--- src/rtl/tpp_pkg.sv ---
// Shared types, codes and arithmetic helpers for the thermal and power policy replay.
// No dependencies; used by every module of the block.
package tpp_pkg;

  // Action codes
  localparam logic [1:0] ACT_FULL   = 2'd0;
  localparam logic [1:0] ACT_GENTLE = 2'd1;
  localparam logic [1:0] ACT_STOP   = 2'd2;

  // Reason codes
  localparam logic [3:0] RSN_COOLDOWN   = 4'd0;
  localparam logic [3:0] RSN_LIMIT      = 4'd1;
  localparam logic [3:0] RSN_BATT_OFF   = 4'd2;
  localparam logic [3:0] RSN_FLOOR      = 4'd3;
  localparam logic [3:0] RSN_BATT_BAND  = 4'd4;
  localparam logic [3:0] RSN_WARM_CHG   = 4'd5;
  localparam logic [3:0] RSN_WARM       = 4'd6;
  localparam logic [3:0] RSN_NO_BATTERY = 4'd7;
  localparam logic [3:0] RSN_AC_BAND    = 4'd8;

  // Power source codes
  localparam logic [1:0] SRC_AC         = 2'd0;
  localparam logic [1:0] SRC_BATTERY    = 2'd1;
  localparam logic [1:0] SRC_NO_BATTERY = 2'd2;

  // Configuration register indexes
  localparam logic [2:0] REG_POLICY_MODES   = 3'd0;
  localparam logic [2:0] REG_BATTERY_LIMITS = 3'd1;
  localparam logic [2:0] REG_CHARGE_COOL    = 3'd2;
  localparam logic [2:0] REG_TEMP_GENTLE    = 3'd3;
  localparam logic [2:0] REG_TEMP_PAUSE     = 3'd4;
  localparam logic [2:0] REG_TEMP_RESUME    = 3'd5;
  localparam logic [2:0] REG_TEMP_CHG       = 3'd6;
  localparam logic [2:0] REG_HOT_REF        = 3'd7;

  localparam int CFG_W = 30;

  localparam logic [47:0] MAX48     = 48'hFFFF_FFFF_FFFF;
  localparam logic [62:0] MAX63     = 63'h7FFF_FFFF_FFFF_FFFF;
  localparam logic [31:0] MAX32     = 32'hFFFF_FFFF;
  localparam logic [63:0] FNV_BASIS = 64'hcbf2_9ce4_8422_2325;
  localparam logic [63:0] FNV_PRIME = 64'h0000_0100_0000_01b3;

  // Classified item handed from the front to the back
  typedef struct packed {
    logic        first;
    logic [1:0]  act;
    logic [3:0]  rsn;
    logic [31:0] dur;
    logic [15:0] excess;   // running hot excess, zero when none
    logic        low;      // running on battery at or below low reference
  } item_t;

  // FNV-1a 64 multiply by the prime 2^40 + 0x1b3, modulo 2^64, as shifts and adds
  function automatic logic [63:0] fnv_mul(input logic [63:0] x);
    fnv_mul = (x << 40) + (x << 8) + (x << 7) + (x << 5) + (x << 4) + (x << 1) + x;
  endfunction

  // Saturating 48-bit add of a 32-bit duration
  function automatic logic [47:0] sat_add48(input logic [47:0] a, input logic [31:0] b);
    logic [48:0] s;
    s = {1'b0, a} + {17'd0, b};
    sat_add48 = s[48] ? MAX48 : s[47:0];
  endfunction

  // Saturating 63-bit add of a 48-bit product
  function automatic logic [62:0] sat_add63(input logic [62:0] a, input logic [47:0] b);
    logic [63:0] s;
    s = {1'b0, a} + {16'd0, b};
    sat_add63 = s[63] ? MAX63 : s[62:0];
  endfunction

  // Saturating 32-bit increment
  function automatic logic [31:0] sat_inc32(input logic [31:0] a);
    sat_inc32 = (a == MAX32) ? a : a + 32'd1;
  endfunction

endpackage

--- src/rtl/tpp_queue.sv ---
// Two-entry queue between the classifying front and the accumulating back.
// Depends on tpp_pkg for the item type.
module tpp_queue (
  input  logic          clk,
  input  logic          rst,
  input  logic          push,
  input  tpp_pkg::item_t push_data,
  output logic          full,
  input  logic          pop,
  output tpp_pkg::item_t pop_data,
  output logic          empty
);

  tpp_pkg::item_t entries [2];
  logic           wptr;
  logic           rptr;
  logic [1:0]     count;

  assign full     = (count == 2'd2);
  assign empty    = (count == 2'd0);
  assign pop_data = entries[rptr];

  // Advance pointers and count on each transfer
  always_ff @(posedge clk) begin
    if (rst) begin
      wptr  <= 1'b0;
      rptr  <= 1'b0;
      count <= 2'd0;
    end else begin
      if (push && !full) begin
        wptr <= ~wptr;
      end
      if (pop && !empty) begin
        rptr <= ~rptr;
      end
      case ({push && !full, pop && !empty})
        2'b10:   count <= count + 2'd1;
        2'b01:   count <= count - 2'd1;
        default: count <= count;
      endcase
    end
  end

  // Store entries
  always_ff @(posedge clk) begin
    if (push && !full) begin
      entries[wptr] <= push_data;
    end
  end

endmodule

--- src/rtl/tpp_front.sv ---
// Front end: configuration registers, cooldown state and the priority decision.
// Depends on tpp_pkg; feeds classified items to tpp_queue.
module tpp_front (
  input  logic                      clk,
  input  logic                      rst,
  input  logic                      cfg_write,
  input  logic [2:0]                cfg_index,
  input  logic [tpp_pkg::CFG_W-1:0] cfg_data,
  input  logic                      in_valid,
  output logic                      in_ready,
  input  logic                      first_of_trace,
  input  logic [1:0]                source,
  input  logic                      pct_present,
  input  logic [13:0]               percent,
  input  logic                      temp_present,
  input  logic signed [15:0]        temperature,
  input  logic                      charging,
  input  logic [31:0]               duration_us,
  input  logic                      q_full,
  output logic                      q_push,
  output tpp_pkg::item_t            q_data
);

  logic [2:0]         policy_modes;
  logic [29:0]        battery_limits;
  logic [13:0]        charge_slow_below;
  logic signed [15:0] temp_gentle;
  logic signed [15:0] temp_pause;
  logic signed [15:0] temp_resume;
  logic signed [15:0] temp_charge_gentle;
  logic signed [15:0] hot_reference;
  logic               cooling;
  logic               cooling_next;

  logic               cool_in;
  logic               decided;
  logic [1:0]         act;
  logic [3:0]         rsn;
  logic [15:0]        floor_pct;
  logic [13:0]        low_ref;
  logic signed [16:0] diff;

  assign in_ready  = !q_full;
  assign q_push    = in_valid && !q_full;
  assign floor_pct = battery_limits[15:0];
  assign low_ref   = battery_limits[29:16];

  // Write configuration registers
  always_ff @(posedge clk) begin
    if (rst) begin
      policy_modes       <= '0;
      battery_limits     <= '0;
      charge_slow_below  <= '0;
      temp_gentle        <= '0;
      temp_pause         <= '0;
      temp_resume        <= '0;
      temp_charge_gentle <= '0;
      hot_reference      <= '0;
    end else if (cfg_write) begin
      unique case (cfg_index)
        tpp_pkg::REG_POLICY_MODES:   policy_modes       <= cfg_data[2:0];
        tpp_pkg::REG_BATTERY_LIMITS: battery_limits     <= cfg_data[29:0];
        tpp_pkg::REG_CHARGE_COOL:    charge_slow_below  <= cfg_data[13:0];
        tpp_pkg::REG_TEMP_GENTLE:    temp_gentle        <= cfg_data[15:0];
        tpp_pkg::REG_TEMP_PAUSE:     temp_pause         <= cfg_data[15:0];
        tpp_pkg::REG_TEMP_RESUME:    temp_resume        <= cfg_data[15:0];
        tpp_pkg::REG_TEMP_CHG:       temp_charge_gentle <= cfg_data[15:0];
        tpp_pkg::REG_HOT_REF:        hot_reference      <= cfg_data[15:0];
        default: ;
      endcase
    end
  end

  // Decide action and reason by fixed priority
  always_comb begin
    cool_in      = first_of_trace ? 1'b0 : cooling;
    cooling_next = cool_in;
    decided      = 1'b0;
    act          = tpp_pkg::ACT_STOP;
    rsn          = tpp_pkg::RSN_COOLDOWN;
    if (cool_in) begin
      if (temp_present && temperature <= temp_resume) begin
        cooling_next = 1'b0;
      end else begin
        decided = 1'b1;
      end
    end
    if (!decided) begin
      if (temp_present && temperature >= temp_pause) begin
        cooling_next = 1'b1;
        act          = tpp_pkg::ACT_STOP;
        rsn          = tpp_pkg::RSN_LIMIT;
      end else if (source == tpp_pkg::SRC_BATTERY) begin
        if (!policy_modes[0]) begin
          act = tpp_pkg::ACT_STOP;
          rsn = tpp_pkg::RSN_BATT_OFF;
        end else if (pct_present && {2'b00, percent} <= floor_pct) begin
          act = tpp_pkg::ACT_STOP;
          rsn = tpp_pkg::RSN_FLOOR;
        end else begin
          act = policy_modes[1] ? tpp_pkg::ACT_GENTLE : tpp_pkg::ACT_FULL;
          rsn = tpp_pkg::RSN_BATT_BAND;
        end
      end else if (charging && pct_present && percent < charge_slow_below &&
                   temp_present && temperature >= temp_charge_gentle) begin
        act = tpp_pkg::ACT_GENTLE;
        rsn = tpp_pkg::RSN_WARM_CHG;
      end else if (temp_present && temperature >= temp_gentle) begin
        act = tpp_pkg::ACT_GENTLE;
        rsn = tpp_pkg::RSN_WARM;
      end else begin
        act = policy_modes[2] ? tpp_pkg::ACT_GENTLE : tpp_pkg::ACT_FULL;
        rsn = (source == tpp_pkg::SRC_NO_BATTERY) ? tpp_pkg::RSN_NO_BATTERY
                                                  : tpp_pkg::RSN_AC_BAND;
      end
    end
  end

  // Classify hot excess and low-battery time for running items
  assign diff = {temperature[15], temperature} - {hot_reference[15], hot_reference};

  always_comb begin
    q_data.first  = first_of_trace;
    q_data.act    = act;
    q_data.rsn    = rsn;
    q_data.dur    = duration_us;
    q_data.excess = (act != tpp_pkg::ACT_STOP && temp_present && diff > 17'sd0)
                    ? diff[15:0] : 16'd0;
    q_data.low    = (act != tpp_pkg::ACT_STOP) && (source == tpp_pkg::SRC_BATTERY) &&
                    pct_present && (percent <= low_ref);
  end

  // Hold cooldown state, update on each transfer
  always_ff @(posedge clk) begin
    if (rst) begin
      cooling <= 1'b0;
    end else if (q_push) begin
      cooling <= cooling_next;
    end
  end

endmodule

--- src/rtl/tpp_back.sv ---
// Back end: running totals, change counters and FNV-1a 64 checksum.
// Depends on tpp_pkg; drains tpp_queue and drives the result channel.
module tpp_back (
  input  logic           clk,
  input  logic           rst,
  input  logic           q_empty,
  input  tpp_pkg::item_t q_data,
  output logic           q_pop,
  output logic           out_valid,
  input  logic           out_ready,
  output logic [1:0]     action,
  output logic [3:0]     reason,
  output logic [47:0]    full_time,
  output logic [47:0]    gentle_time,
  output logic [47:0]    stop_time,
  output logic [47:0]    run_time,
  output logic [62:0]    hot_integral,
  output logic [47:0]    low_battery_time,
  output logic [31:0]    action_changes,
  output logic [31:0]    decision_changes,
  output logic [63:0]    checksum
);

  typedef enum logic {
    S_IDLE,
    S_CALC
  } state_t;

  state_t         state;
  tpp_pkg::item_t work;
  logic [47:0]    product;
  logic [63:0]    hash_half;
  logic           history_valid;
  logic           commit;
  logic [63:0]    hash_base;

  assign q_pop     = (state == S_IDLE) && !q_empty;
  assign commit    = (state == S_CALC) && (!out_valid || out_ready);
  assign hash_base = q_data.first ? tpp_pkg::FNV_BASIS : checksum;

  // Pop one item, multiply, then commit totals once the output is free
  always_ff @(posedge clk) begin
    if (rst) begin
      state            <= S_IDLE;
      out_valid        <= 1'b0;
      history_valid    <= 1'b0;
      action           <= tpp_pkg::ACT_FULL;
      reason           <= tpp_pkg::RSN_COOLDOWN;
      full_time        <= '0;
      gentle_time      <= '0;
      stop_time        <= '0;
      run_time         <= '0;
      hot_integral     <= '0;
      low_battery_time <= '0;
      action_changes   <= '0;
      decision_changes <= '0;
      checksum         <= tpp_pkg::FNV_BASIS;
    end else begin
      // Raise valid on a commit, drop it once the result transfers
      if (commit) begin
        out_valid <= 1'b1;
      end else if (out_valid && out_ready) begin
        out_valid <= 1'b0;
      end
      unique case (state)
        S_IDLE: begin
          if (q_pop) begin
            work      <= q_data;
            product   <= {32'd0, q_data.excess} * {16'd0, q_data.dur};
            hash_half <= tpp_pkg::fnv_mul(hash_base ^ {62'd0, q_data.act});
            state     <= S_CALC;
          end
        end
        S_CALC: begin
          if (commit) begin
            // Time per action, cleared at the start of a trace
            full_time <= tpp_pkg::sat_add48(work.first ? 48'd0 : full_time,
                         (work.act == tpp_pkg::ACT_FULL) ? work.dur : 32'd0);
            gentle_time <= tpp_pkg::sat_add48(work.first ? 48'd0 : gentle_time,
                           (work.act == tpp_pkg::ACT_GENTLE) ? work.dur : 32'd0);
            stop_time <= tpp_pkg::sat_add48(work.first ? 48'd0 : stop_time,
                         (work.act == tpp_pkg::ACT_STOP) ? work.dur : 32'd0);
            run_time <= tpp_pkg::sat_add48(work.first ? 48'd0 : run_time,
                        (work.act != tpp_pkg::ACT_STOP) ? work.dur : 32'd0);
            hot_integral <= tpp_pkg::sat_add63(work.first ? 63'd0 : hot_integral,
                            product);
            low_battery_time <= tpp_pkg::sat_add48(
                                work.first ? 48'd0 : low_battery_time,
                                work.low ? work.dur : 32'd0);
            // Change counts skip the first item of a trace
            if (work.first) begin
              action_changes   <= '0;
              decision_changes <= '0;
            end else if (history_valid) begin
              if (work.act != action) begin
                action_changes <= tpp_pkg::sat_inc32(action_changes);
              end
              if (work.act != action || work.rsn != reason) begin
                decision_changes <= tpp_pkg::sat_inc32(decision_changes);
              end
            end
            history_valid <= 1'b1;
            action        <= work.act;
            reason        <= work.rsn;
            checksum      <= tpp_pkg::fnv_mul(hash_half ^ {60'd0, work.rsn});
            state         <= S_IDLE;
          end
        end
        default: state <= S_IDLE;
      endcase
    end
  end

endmodule

--- src/rtl/thermal_power_policy_replay.sv ---
// Top level of the thermal and power policy replay block.
// Depends on tpp_pkg, tpp_front, tpp_queue and tpp_back.
//
// Usage:
//   Configuration is written through cfg_write / cfg_index / cfg_data, one
//   register per cycle, while the block is idle. Observations enter on the
//   in_valid / in_ready channel; each yields exactly one result on the
//   out_valid / out_ready channel carrying the action, the reason and all
//   running totals after that observation.
//   An accepted observation is written into the queue, then popped with
//   the excess multiply and first checksum round, then committed, which
//   raises out_valid; the commit waits while a result is still held.
//   The back end pops an item only when idle and commits totals and the
//   second checksum round before it pops the next. The front takes one
//   item per cycle into a two-entry queue while the queue is not full.
//   Reset: all configuration registers clear to zero, cooldown and history
//   clear, totals clear and the checksum loads the FNV-1a offset basis.
//   Stall: while out_ready is low the result holds; the back end keeps one
//   item ready to commit and the queue fills, after which in_ready drops.
module thermal_power_policy_replay (
  input  logic                      clk,
  input  logic                      rst,
  input  logic                      cfg_write,
  input  logic [2:0]                cfg_index,
  input  logic [tpp_pkg::CFG_W-1:0] cfg_data,
  input  logic                      in_valid,
  output logic                      in_ready,
  input  logic                      first_of_trace,
  input  logic [1:0]                source,
  input  logic                      pct_present,
  input  logic [13:0]               percent,
  input  logic                      temp_present,
  input  logic signed [15:0]        temperature,
  input  logic                      charging,
  input  logic [31:0]               duration_us,
  output logic                      out_valid,
  input  logic                      out_ready,
  output logic [1:0]                action,
  output logic [3:0]                reason,
  output logic [47:0]               full_time,
  output logic [47:0]               gentle_time,
  output logic [47:0]               stop_time,
  output logic [47:0]               run_time,
  output logic [62:0]               hot_integral,
  output logic [47:0]               low_battery_time,
  output logic [31:0]               action_changes,
  output logic [31:0]               decision_changes,
  output logic [63:0]               checksum
);

  logic           q_push;
  logic           q_full;
  logic           q_pop;
  logic           q_empty;
  tpp_pkg::item_t push_data;
  tpp_pkg::item_t pop_data;

  // Classify observations
  tpp_front u_front (
    .clk             (clk),
    .rst             (rst),
    .cfg_write       (cfg_write),
    .cfg_index       (cfg_index),
    .cfg_data        (cfg_data),
    .in_valid        (in_valid),
    .in_ready        (in_ready),
    .first_of_trace  (first_of_trace),
    .source          (source),
    .pct_present     (pct_present),
    .percent         (percent),
    .temp_present    (temp_present),
    .temperature     (temperature),
    .charging        (charging),
    .duration_us     (duration_us),
    .q_full          (q_full),
    .q_push          (q_push),
    .q_data          (push_data)
  );

  // Decouple front and back
  tpp_queue u_queue (
    .clk       (clk),
    .rst       (rst),
    .push      (q_push),
    .push_data (push_data),
    .full      (q_full),
    .pop       (q_pop),
    .pop_data  (pop_data),
    .empty     (q_empty)
  );

  // Accumulate totals and drive results
  tpp_back u_back (
    .clk              (clk),
    .rst              (rst),
    .q_empty          (q_empty),
    .q_data           (pop_data),
    .q_pop            (q_pop),
    .out_valid        (out_valid),
    .out_ready        (out_ready),
    .action           (action),
    .reason           (reason),
    .full_time        (full_time),
    .gentle_time      (gentle_time),
    .stop_time        (stop_time),
    .run_time         (run_time),
    .hot_integral     (hot_integral),
    .low_battery_time (low_battery_time),
    .action_changes   (action_changes),
    .decision_changes (decision_changes),
    .checksum         (checksum)
  );

endmodule

--- config.mk ---
export PLATFORM = sky130hd
export DESIGN_NAME = thermal_power_policy_replay
export DESIGN_NICKNAME = d
export VERILOG_FILES = /design/src/rtl/tpp_pkg.sv /design/src/rtl/tpp_queue.sv /design/src/rtl/tpp_front.sv /design/src/rtl/tpp_back.sv /design/src/rtl/thermal_power_policy_replay.sv
export SDC_FILE = /design/constraint.sdc
export NUM_CORES = 2
export LEC_CHECK = 0
export BUFFER_PORTS_ARGS = -buffer_cell sky130_fd_sc_hd__clkbuf_2
export CORE_MARGIN = 3
export CORE_UTILIZATION = 35
export DETAILED_ROUTE_END_ITERATION = 12
export SKIP_LAST_GASP = 1
export SYNTH_ARGS = -nofsm -noshare
export SYNTH_HDL_FRONTEND = slang
export SYNTH_SLANG_ARGS = --single-unit
--- constraint.sdc ---
create_clock -name clk -period 11.7 [get_ports clk]
set_input_delay 1.17 -clock clk [delete_from_list [all_inputs] [get_ports clk]]
set_output_delay 1.17 -clock clk [all_outputs]
set_load 0.02 [all_outputs]
==> summary.json <==
{
  "cp.required_ps": 12210,
  "rsz0062_at_grt": "false",
  "crit_type": "reg2reg",
  "synth.largest_area_cell": "sky130_fd_sc_hd__fa_1",
  "maxSlewHeadroom_pct": 10.8,
  "synth_largest_type_area_fraction_pct": 22.2,
  "period_needed_ps": 9880,
  "count_leader_synth": "sky130_fd_sc_hd__inv_1",
  "worstPathBufferInverterCount": 4,
  "synth_cells": 9524,
  "hpwlAfterDp_um": 242000,
  "cts_root_buffer": "sky130_fd_sc_hd__clkbuf_16",
  "ctsHtreeMaxLevel": 3,
  "clk_latency_ps": 820,
  "via_count": 70800,
  "timing_max_transition_violations_final": 0,
  "drive_above_1_share_pct": 9.30,
  "maxCapViolCount": 0,
  "kind_of_end_point_of_the_critical_path": "flip-flop",
  "crit_path_cell_trace": "mux2i_1, clkinv_1, nand2_1, fa_1, fa_1, inv_1, fa_1, fa_1, fa_1, inv_1, fa_1, inv_1, ha_1, and3_1, a221o_1, a21oi_1, o22ai_1, a2111oi_0, nor2_1, a21oi_1, o21ai_1, a221o_1, a21oi_1, xnor2_1",
  "final_min_period_over_clock_period_pct": 84.4,
  "crit_path_end": "u_back.product[47]",
  "tritoncts.num_buffers": 106,
  "globalplace.congestion": 0.969,
  "groute.layer.met3.usage_pct": 4.54,
  "wl_um": 305000,
  "final.setup_skew_ps": 109,
  "detail_route.drc_violations": 0,
  "floorplan.die_area_um2": 245000,
  "number_of_logic_stages_on_the_critical_path_including_buffering": 24,
  "synth-warning-count": 0,
  "slew_at_the_pin_with_the_worst_max_slew_slack_ps": 1300,
  "clock-sinks": 837,
  "antenna_violating_nets_post_route": 0,
  "synth_edf_count": 264,
  "timing.reg2reg.setup_slack_ps": 1820,
  "vias_in_the_first_global_route": 71000,
  "post_cts_setup_buffer_count": 0,
  "design.core.area_um2": 236000,
  "critical-path-top-delay-family": "adder cells",
  "pin_count_of_the_biggest_net_entering_global_routing": 158,
  "grt_use_met1_pct": 33.1,
  "worst_path_max_delay_cell": "sky130_fd_sc_hd__mux2i_1",
  "synth_fp_nets": 11200,
  "average_cell_area_after_synthesis_um2": 8.77,
  "initialDrtViolationCount": 6480,
  "synth_top_cells_by_area": "sky130_fd_sc_hd__fa_1, sky130_fd_sc_hd__dfxtp_1, sky130_fd_sc_hd__ha_1",
  "detailed_route_vias_per_instance": 5.41,
  "critical_path.most_common_cell": "sky130_fd_sc_hd__fa_1",
  "initial_utilization_pct": 35.4,
  "synth-seq-area-share_pct": 23.2,
  "fin_setup_tns_ps": 0,
  "chipHeight_um": 495,
  "synth_top_cells_by_count": "sky130_fd_sc_hd__inv_1, sky130_fd_sc_hd__nand2_1, sky130_fd_sc_hd__fa_1",
  "fin_hold_ws_ps": 453,
  "placement.io_buffers": 544,
  "detail_route.first_pass.iterations": 6,
  "top_flip_flop_cell_by_instance_count_after_synthesis": "sky130_fd_sc_hd__dfxtp_1",
  "globalRouteOverflowTotal": 0,
  "synth-seq-cells": 837,
  "yosys_cell_types": 93,
  "reg2regPathDepth": 24,
  "cts-hold-fix-buffers": 0,
  "ios": 545,
  "critical-path-max-stage-delay_ps": 1120,
  "fmax_mhz": 101,
  "run_status": "finished clean",
  "wire_per_inst_um": 23.2,
  "finish.net_count": 11600,
  "rows": 178,
  "syn-cell-area_um2": 83500,
  "holdPathStages": 2,
  "grt_first_pass_wirelength_um": 456000,
  "antenna_found_initial": 30,
  "die_width_um": 495,
  "post_cts_resized": 0,
  "area_added_between_synthesis_and_finish_pct": 11.5,
  "worstReg2RegEnd": "u_back.product[47]",
  "min_path_type": "reg2reg",
  "worst_ep_arrival_time_ps": 10390,
  "cts.clk_slew.worst_paths_ps": 60,
  "cp_max_fo": 44,
  "count_of_endpoints_failing_setup_in_the_final_report": 0,
  "cts_tree": "done",
  "hold_viol_final": 0,
  "cts_buffer_depth": 3,
  "global_route.usage.met2_pct": 38.6,
  "async_reset_ff_share_pct": 0,
  "startpoint_type": "flip-flop",
  "global_route.usage.total_pct": 24.5,
  "grt_most_used_layer": "met2",
  "final.fill_count": 23700
}
## layout make-up
cell class	count	area [µm²]	share of cell area, %
antenna	11	27.5	0.0296
clock buffer	139	2960	3.18
clock inverter	58	739	0.794
inverter	1334	5010	5.38
multi-input combinational	6964	57800	62.0
sequential	837	19400	20.8
tap	3150	3940	4.23
timing repair buffer	614	3280	3.53
## per-layer routing
layer / share of wire (%) / vias to the layer above
met5: 0.012 / -
met3: 8.2 / 457
met1: 42 / 35200
li1: - / 32400
met4: 4.7 / 6
met2: 45 / 2722
## worst register-to-register path: stages (launching register included)
cell	delay, ps
sky130_fd_sc_hd__dfxtp_4	840
sky130_fd_sc_hd__mux2i_1	1150
sky130_fd_sc_hd__clkinv_1	680
sky130_fd_sc_hd__nand2_1	250
sky130_fd_sc_hd__fa_1	450
sky130_fd_sc_hd__fa_1	500
sky130_fd_sc_hd__inv_1	60
sky130_fd_sc_hd__fa_1	520
sky130_fd_sc_hd__fa_1	450
sky130_fd_sc_hd__fa_1	500
sky130_fd_sc_hd__inv_1	50
sky130_fd_sc_hd__fa_1	470
sky130_fd_sc_hd__inv_1	40
sky130_fd_sc_hd__ha_1	360
sky130_fd_sc_hd__and3_1	220
sky130_fd_sc_hd__a221o_1	320
sky130_fd_sc_hd__a21oi_1	150
sky130_fd_sc_hd__o22ai_1	200
sky130_fd_sc_hd__a2111oi_0	1050
sky130_fd_sc_hd__nor2_1	290
sky130_fd_sc_hd__a21oi_1	340
sky130_fd_sc_hd__o21ai_1	160
sky130_fd_sc_hd__a221o_1	320
sky130_fd_sc_hd__a21oi_1	170
sky130_fd_sc_hd__xnor2_1	80
## per-stage QoR
step	util [%]	worst slack, ps	cell area (µm²)	std cells
after floorplan	-	2920	83500	9524
after global placement	37.8	1950	89400	12900
after detailed placement	37.8	1840	89400	12900
after CTS	39.4	1840	93100	13100
after global routing	39.4	1490	93100	13100
final	39.4	1820	93100	13100
## state kept, by name, summed over array words and instances, names as in the netlist, 30 cells and up, named ones only
register                 count
u_back.action_changes       32
u_back.checksum             64
u_back.decision_changes     32
u_back.full_time            48
u_back.gentle_time          48
u_back.hash_half            64
u_back.hot_integral         63
u_back.low_battery_time     48
u_back.product              48
u_back.run_time             48
u_back.stop_time            48
u_back.work                 40
u_front.battery_limits      30
u_queue.entries            112
## placed cells by master, fill, tap and decap left out, types with 59 or more instances in the layout
master,instances
sky130_fd_sc_hd__a21o_1,254
sky130_fd_sc_hd__a21oi_1,763
sky130_fd_sc_hd__a31oi_1,112
sky130_fd_sc_hd__and2_1,207
sky130_fd_sc_hd__and3_1,75
sky130_fd_sc_hd__buf_4,68
sky130_fd_sc_hd__clkbuf_16,107
sky130_fd_sc_hd__clkbuf_2,543
sky130_fd_sc_hd__dfxtp_1,572
sky130_fd_sc_hd__edfxtp_1,264
sky130_fd_sc_hd__fa_1,927
sky130_fd_sc_hd__ha_1,664
sky130_fd_sc_hd__inv_1,1323
sky130_fd_sc_hd__nand2_1,1030
sky130_fd_sc_hd__nand2b_1,99
sky130_fd_sc_hd__nand3_1,150
sky130_fd_sc_hd__nand4_1,82
sky130_fd_sc_hd__nor2_1,573
sky130_fd_sc_hd__nor2b_1,269
sky130_fd_sc_hd__nor3_1,97
sky130_fd_sc_hd__o21a_1,59
sky130_fd_sc_hd__o21ai_0,463
sky130_fd_sc_hd__xnor2_1,225
sky130_fd_sc_hd__xor2_1,199
## worst min path at each step
stage / start / to / slack (ps)
floorplan: u_front.battery_limits[14] / u_front.battery_limits[14] / 440
global placement: u_front.temp_pause[5] / u_front.temp_pause[5] / 440
detailed placement: u_front.temp_charge_gentle[4] / u_front.temp_charge_gentle[4] / 450
CTS: u_front.charge_slow_below[1] / u_front.charge_slow_below[1] / 450
global route: u_front.battery_limits[14] / u_front.battery_limits[14] / 470
finish: u_front.temp_pause[8] / u_front.temp_pause[8] / 450
## logic make-up (layout without fill, tap and decap cells)
logic type | after synthesis | in the layout | share of synthesized area (%)
other | 0 | 11 | 0
AO/OA/AOI/OAI | 2121 | 2121 | 15.8
AND/OR/NAND/NOR | 2750 | 2750 | 15.6
multiplexers | 77 | 77 | 0.963
buffers and inverters | 1723 | 2145 | 7.79
adder cells (fa/ha/maj) | 1592 | 1592 | 32.2
XOR/XNOR | 424 | 424 | 4.45
flip-flops | 837 | 837 | 23.2
Power is left out: the tool's default activity adds up to more than one toggle a clock period on the data nets, which glitch-free logic cannot reach.
